--- src/lav_pkg.sv ---
`timescale 1ns / 1ps

package lav_pkg;

  // Job queue depth between the front and the back
  localparam int QUEUE_DEPTH = 2;
  localparam int ONE_Q16     = 65536;

  typedef struct packed {
    logic signed [31:0] eye_x;
    logic signed [31:0] eye_y;
    logic signed [31:0] eye_z;
    logic signed [31:0] target_x;
    logic signed [31:0] target_y;
    logic signed [31:0] target_z;
    logic signed [31:0] up_x;
    logic signed [31:0] up_y;
    logic signed [31:0] up_z;
  } in_t;

  typedef struct packed {
    logic        [1:0]  column_index;
    logic signed [31:0] row0_value;
    logic signed [31:0] row1_value;
    logic signed [31:0] row2_value;
    logic signed [31:0] row3_value;
    logic               last_column;
  } out_t;

  // Queued job: eye, up hint and the exact 33-bit difference target - eye
  typedef struct packed {
    logic signed [31:0] eye_x;
    logic signed [31:0] eye_y;
    logic signed [31:0] eye_z;
    logic signed [31:0] up_x;
    logic signed [31:0] up_y;
    logic signed [31:0] up_z;
    logic signed [32:0] d_x;
    logic signed [32:0] d_y;
    logic signed [32:0] d_z;
  } job_t;

  typedef enum logic [3:0] {
    ST_IDLE,
    ST_NMAX,
    ST_NSHIFT,
    ST_MUL,
    ST_ACC,
    ST_SQRT,
    ST_DINIT,
    ST_DIV,
    ST_EMIT
  } state_t;

  typedef enum logic [2:0] {
    MAC_SQ,
    MAC_FXUP,
    MAC_SXF,
    MAC_DOTS,
    MAC_DOTU,
    MAC_DOTF
  } mac_t;

  // Q32.32 to Q16.16, nearest, ties away from zero
  function automatic logic signed [63:0] round16(input logic signed [63:0] v);
    logic [63:0] m;
    m = v[63] ? 64'(-v) : 64'(v);
    m = (m + 64'd32768) >> 16;
    return v[63] ? -$signed(m) : $signed(m);
  endfunction

  function automatic logic signed [31:0] sat32(input logic signed [63:0] v);
    logic signed [31:0] r;
    if (v > 64'sd2147483647) begin
      r = 32'sh7fffffff;
    end else if (v < -64'sd2147483648) begin
      r = 32'sh80000000;
    end else begin
      r = 32'(v);
    end
    return r;
  endfunction

endpackage

--- src/lav_front.sv ---
`timescale 1ns / 1ps

module lav_front #(
  parameter int DEPTH = lav_pkg::QUEUE_DEPTH
) (
  input  logic           clk,
  input  logic           rst,
  input  logic           start,
  output logic           busy,
  input  lav_pkg::in_t   item,
  input  logic           pop,
  output logic           job_valid,
  output lav_pkg::job_t  job
);

  localparam int PW = (DEPTH > 1) ? $clog2(DEPTH) : 1;
  localparam int CW = $clog2(DEPTH + 1);

  lav_pkg::job_t  slots [DEPTH];
  lav_pkg::job_t  job_new;
  logic [PW-1:0]  wr_ptr;
  logic [PW-1:0]  rd_ptr;
  logic [CW-1:0]  count;
  logic           push;
  logic           take;

  // exact difference at 33 bits
  always_comb begin
    job_new.eye_x = item.eye_x;
    job_new.eye_y = item.eye_y;
    job_new.eye_z = item.eye_z;
    job_new.up_x  = item.up_x;
    job_new.up_y  = item.up_y;
    job_new.up_z  = item.up_z;
    job_new.d_x   = 33'(item.target_x) - 33'(item.eye_x);
    job_new.d_y   = 33'(item.target_y) - 33'(item.eye_y);
    job_new.d_z   = 33'(item.target_z) - 33'(item.eye_z);
  end

  assign busy      = (count == CW'(DEPTH));
  assign push      = start && !busy;
  assign job_valid = (count != '0);
  assign take      = pop && job_valid;
  assign job       = slots[rd_ptr];

  always_ff @(posedge clk) begin
    if (push) begin
      slots[wr_ptr] <= job_new;
    end
  end

  always_ff @(posedge clk) begin
    if (rst) begin
      wr_ptr <= '0;
      rd_ptr <= '0;
      count  <= '0;
    end else begin
      if (push) begin
        wr_ptr <= (wr_ptr == PW'(DEPTH - 1)) ? '0 : wr_ptr + 1'b1;
      end
      if (take) begin
        rd_ptr <= (rd_ptr == PW'(DEPTH - 1)) ? '0 : rd_ptr + 1'b1;
      end
      case ({push, take})
        2'b10:   count <= count + 1'b1;
        2'b01:   count <= count - 1'b1;
        default: count <= count;
      endcase
    end
  end

endmodule

--- config.mk ---
export PLATFORM = sky130hd
export DESIGN_NAME = lav_front
export DESIGN_NICKNAME = d
export VERILOG_FILES = /design/src/lav_pkg.sv /design/src/lav_front.sv
export SDC_FILE = /design/constraint.sdc
export NUM_CORES = 1
export LEC_CHECK = 0
export BUFFER_PORTS_ARGS = -buffer_cell sky130_fd_sc_hd__buf_2
export CAP_MARGIN = 20
export CORE_MARGIN = 2
export CORE_UTILIZATION = 50
export DETAILED_ROUTE_END_ITERATION = 8
export GPL_TIMING_DRIVEN = 1
export PLACE_DENSITY_LB_ADDON = 0.25
export RECOVER_POWER = 100
export SLEW_MARGIN = 15
export SYNTH_ARGS = -nofsm -noshare
export SYNTH_HDL_FRONTEND = slang
export SYNTH_SLANG_ARGS = --single-unit
--- constraint.sdc ---
create_clock -name clk -period 14.9 [get_ports clk]
set_clock_uncertainty 0.15 [all_clocks]
set_input_delay 1.49 -clock clk [delete_from_list [all_inputs] [get_ports clk]]
set_output_delay 1.49 -clock clk [all_outputs]
set_load 0.01 [all_outputs]
Word-level counts from Yosys, hierarchy flattened
Memory sizes are Yosys's and may differ from the RTL's. A register that Yosys moved wholly into a read port is not among the register bits. Cells that the tools add are included.

$add $sub $neg: 7. Multipliers: 0. Divide/modulo/power cells: 0. $lt $le $gt $ge: 0. Equality and inequality tests: 3. Shifts and indexed selects: 0. Mux-type cells: 7. Bitwise logic cells: 0. Reduce and logical (&&, ||, !) cells: 5.

Operators by type and width (number): $sub A32 B32 Y33 (3); $mux W1 (6); $eq A2 B2 Y1 const B (2); $pmux W2 S2 (1); $reduce_bool A2 Y1 (2); $add A1 B1 Y1 const B (2); $add A2 B1 Y2 const B (1); $eq A2 B1 Y1 const B (1); $logic_and A1 B1 Y1 (2); $sub A2 B1 Y2 const B (1); $logic_not A1 Y1 (1).

Register bits after elaboration: 4. Bits in latches: 0. RAM bits: 582. Bits in read-only memories: 0. Input bits: 292. Output and inout port bits: 293. Logic and storage cells: 26. Memories kept: 1.

Memory list: slots (words 2, width 291, read ports 1, clocked after Yosys merged registers in 1, write ports 1, RTL line lav_front.sv:19) `lav_pkg::job_t slots [DEPTH];`.

Depth between registers and ports, before layout
Depth in word-level cells: 5. Gate-level depth with buffers: 11. Depth with buffers taken out: 11.

Worst setup path before layout
Ideal clock, no wire load.

Kind: input-to-reg. From: input start. To: memory slots[0][0] (netlist bit), enable pin. Library setup time: 0.949 ns. Data arrival time: 13.631 ns. Path slack: 0.170 ns. Stages on the path: 2. Path buffers: 0. Cell sequence: nand2_1 -> nor2_1.

Longest elaborated chain between the ends: 3.

Ends and longest elaborated chain: from (decl) (RTL line lav_front.sv:8) `input logic start,`; $logic_and A1 B1 Y1 (RTL line lav_front.sv:41) `assign push = start && !busy;`; $mux W1 (RTL line lav_front.sv:47) `if (push) begin`; $mux W1 (implied by the code) (RTL line lav_front.sv:48) `slots[wr_ptr] <= job_new;`; to (decl) (RTL line lav_front.sv:19).

No other way between the ends.

==> results_dict.tcl <==
set metrics [dict create \
    synth-simple-area-share_pct 4.44 \
    rows 84 \
    critPathMaxStageDelay_ns 2.59 \
    synth_compound_area_share_pct 7.06 \
    syn_area_um2 26700 \
    hold_class "reg -> reg" \
    intPower_mw 3.64 \
    ys_top_cells_by_area "edfxtp_1 66%, mux2_2 12%, ha_1 4.6%, xnor2_1 1.9%, inv_1 1.8%" \
    drt_wl_total_um 68200 \
    power.share.combinational_pct 27.8 \
    holdBufCountCts 0 \
    final_util_pct 60.1 \
    min_from "rd_ptr" \
    yosysTopAreaCell "edfxtp_1" \
    min_path_cells 2 \
    power.leakage_nw 11.5 \
    path_cells "buf_4 > clkbuf_1 > buf_16 > buf_4 > mux2_2 > clkbuf_1" \
    min_period_ns 9.07 \
    drive_gt1_share_pct 22.1 \
    antenna_found_initial 17 \
    synth_edf_count 582 \
    rr_worst_depth 3 \
    grt_overflow 0 \
    stdcell_count 3116 \
    switching_share_pct 30.5 \
    seq_area_frac_synth_pct 65.9 \
    cp_max_fo 74 \
    cts_max_path_buffers 3 \
    cts_buffers 60 \
    fin_crit_sh_pct 60.9 \
    holdPathEnd "rd_ptr" \
    avgRoutedWirePerCell_um 21.9 \
    clk_pin_slew_ns 0.06 \
    max_freq_mhz 110 \
    crit_cells 6 \
    start_util_pct 50.6 \
    clk_latency_ns 0.61 \
    dieArea_um2 55200 \
    synth_ff_type "edfxtp_1" \
    ys_warn_count 0 \
    async_flop_share_pct 0 \
    drc 0 \
    reg2reg_from "count[0]" \
    viasPerCell 5.46 \
    synth-xor-area-share_pct 2.83 \
    violations "capacitance limit, slew limit" \
    fin_tns_setup_ns 0 \
    slowest_stage "dfxtp_1" \
    rsz0062_at_grt "false" \
    hold_viol_final 0 \
    htree_levels 2 \
    layout_common_cells "582 x edfxtp_1, 450 x clkbuf_1, 275 x mux2_2" \
    die_h_um 235 \
    synthDistinctLibCells 71 \
    grt_pass1_wl_um 101000 \
    die_w_um 235 \
    dp_hpwl_um 50200 \
    yosysTopAreaCellShare_pct 65.6 \
    p_sw_mw 1.60 \
    cts_tree "yes" \
    pwr-share-seq_pct 44.3 \
    drt_iter0_drc 1393 \
    synth_seq_cells 587 \
    synth_cells 1766 \
    clkPwrFrac_pct 27.9 \
    core_um2 52700 \
    clock_sinks 587 \
    post_cts_buffers 0 \
    synth_top_family_by_area "multiplexers" \
    max-vdd-ir-drop_mv 0.110 \
    maxCapViolCount 11 \
    status "complete, but fails checks" \
    synth_mux_area_share_pct 12.4 \
    cp.required_ns 13.26 \
    nFillCells 4278 \
    slew_headroom_pct -214 \
    path_buf_inv 5 \
    vias 17001 \
    dp_cells 2996 \
    crit_family "buffers and inverters" \
    layout.nets 2763 \
    synth_adder_area_share_pct 4.78 \
    hold_ws_ns 0.373 \
    final_common_cell "edfxtp_1" \
    cp-start-kind "register" \
    worst_pin_slew_ns 4.70 \
    ff2ff_setup_slack_ns 8.84 \
    avgSynthCellArea_um2 15.1 \
    post_cts_resized 0 \
    numPortBuffers 584 \
    firstDrtPassIters 5 \
    worstPathArrival_ns 7.43 \
    end_kind "primary output" \
    setup_viol 0 \
    gp_congestion 0.931 \
    io_pins 585 \
    ant_nets 0 \
    multiInputGateArea_um2 8320 \
    regArea_um2 17600 \
    power_density_nw_per_um2 166 \
    grt_pass1_vias 17063 \
    reg2reg_to "slots[1][70]" \
    synth_nets 2158 \
    cts-root-buf "clkbuf_16" \
    grt_max_degree 80 \
    grt_usage_pct 23.9 \
    slew_viol_final 689 \
    layout-area-overhead-vs-synth_pct 18.6 \
    criticalPathCategory "reg -> out" \
]
## power groups by stage
stage	registers, mW	logic (mW)	clock network [mW]
after floorplan	2.38	0.972	0
after global placement	2.31	1.51	0
after detailed placement	2.32	1.53	0
after CTS	2.29	1.54	1.49
after global routing	2.35	1.57	1.56
final	2.32	1.46	1.46
## per-layer routing
metal | part of all wire [%] | routed length, um | track usage, %
met5 | 0.15 | 103 | 0
met4 | 3.3 | 2250 | 8.21
met3 | 8.9 | 6050 | 7.84
met2 | 49 | 33100 | 39.8
met1 | 39 | 26700 | 29.2
## worst max path at each step
stage | endpoint | from | slack, ns
after floorplan | slots[0][0] | start | 0.17
after global placement | job[276] | register | 8.92
after detailed placement | job[147] | register | 8.83
after CTS | job[95] | register | 8.13
after global routing | job[101] | register | 5.21
final | job[251] | register | 5.83
## registers in the layout, indices dropped and copies added, names as in the netlist, named ones only
signal	cells
slots	582
count	2
rd_ptr	1
wr_ptr	1
## Yosys cell counts, types with 3 or more instances
cell and count:
edfxtp_1 582, mux2_2 292, inv_1 126, ha_1 97, a21oi_1 94, nand2_1 67, nor2_1 63, xnor2_1 59
clkbuf_1 51, a21o_1 41, o21ai_0 41, xor2_1 27, nand3_1 23, nand4_1 18, nor2b_1 18, nand2b_1 13
o211ai_1 13, o21a_1 13, a211oi_1 11, a31oi_1 9, and2_1 8, nor3_1 6, o31ai_1 6, and3_1 5
dfxtp_1 5, o21bai_1 5, or3_1 5, a2111oi_0 4, nor4_1 4, o2111ai_1 4, a21boi_0 3, fa_1 3
o22ai_1 3, o311ai_0 3
## metrics by stage
stage	setup WS, ns	power [mW]	cell area, um2
floorplan	0.170	3.35	26700
global placement	8.92	3.83	30300
detailed placement	8.83	3.86	30300
CTS	8.13	5.33	32200
global route	5.21	5.48	31600
finish	5.83	5.24	31600
## tightest hold or removal path: stages (launching register included)
cell,delay (ns)
dfxtp_1,0.33
xnor2_1,0.08
nor2_1,0.08
## cell type report
type	count	share of cell area, %
Sequential cell	587	55.6
Multi-Input combinational cell	1000	26.3
Timing Repair Buffer	596	7.79
Clock buffer	76	5.00
Tap cell	688	2.72
Inverter	126	1.50
Clock inverter	36	1.06
Antenna cell	7	0.0554
## cells by family (layout without fill, tap and decap cells)
group / after synthesis / after routing
other: 0 / 7
DFF: 587 / 587
adders and majority gates: 100 / 100
xor gates and xnor gates: 86 / 86
muxes: 294 / 294
and+or+nand+nor: 241 / 241
AOI/OAI and AO/OA: 279 / 279
buffers and inverters: 179 / 834
Note: power is estimated with default switching activity, not from simulation.
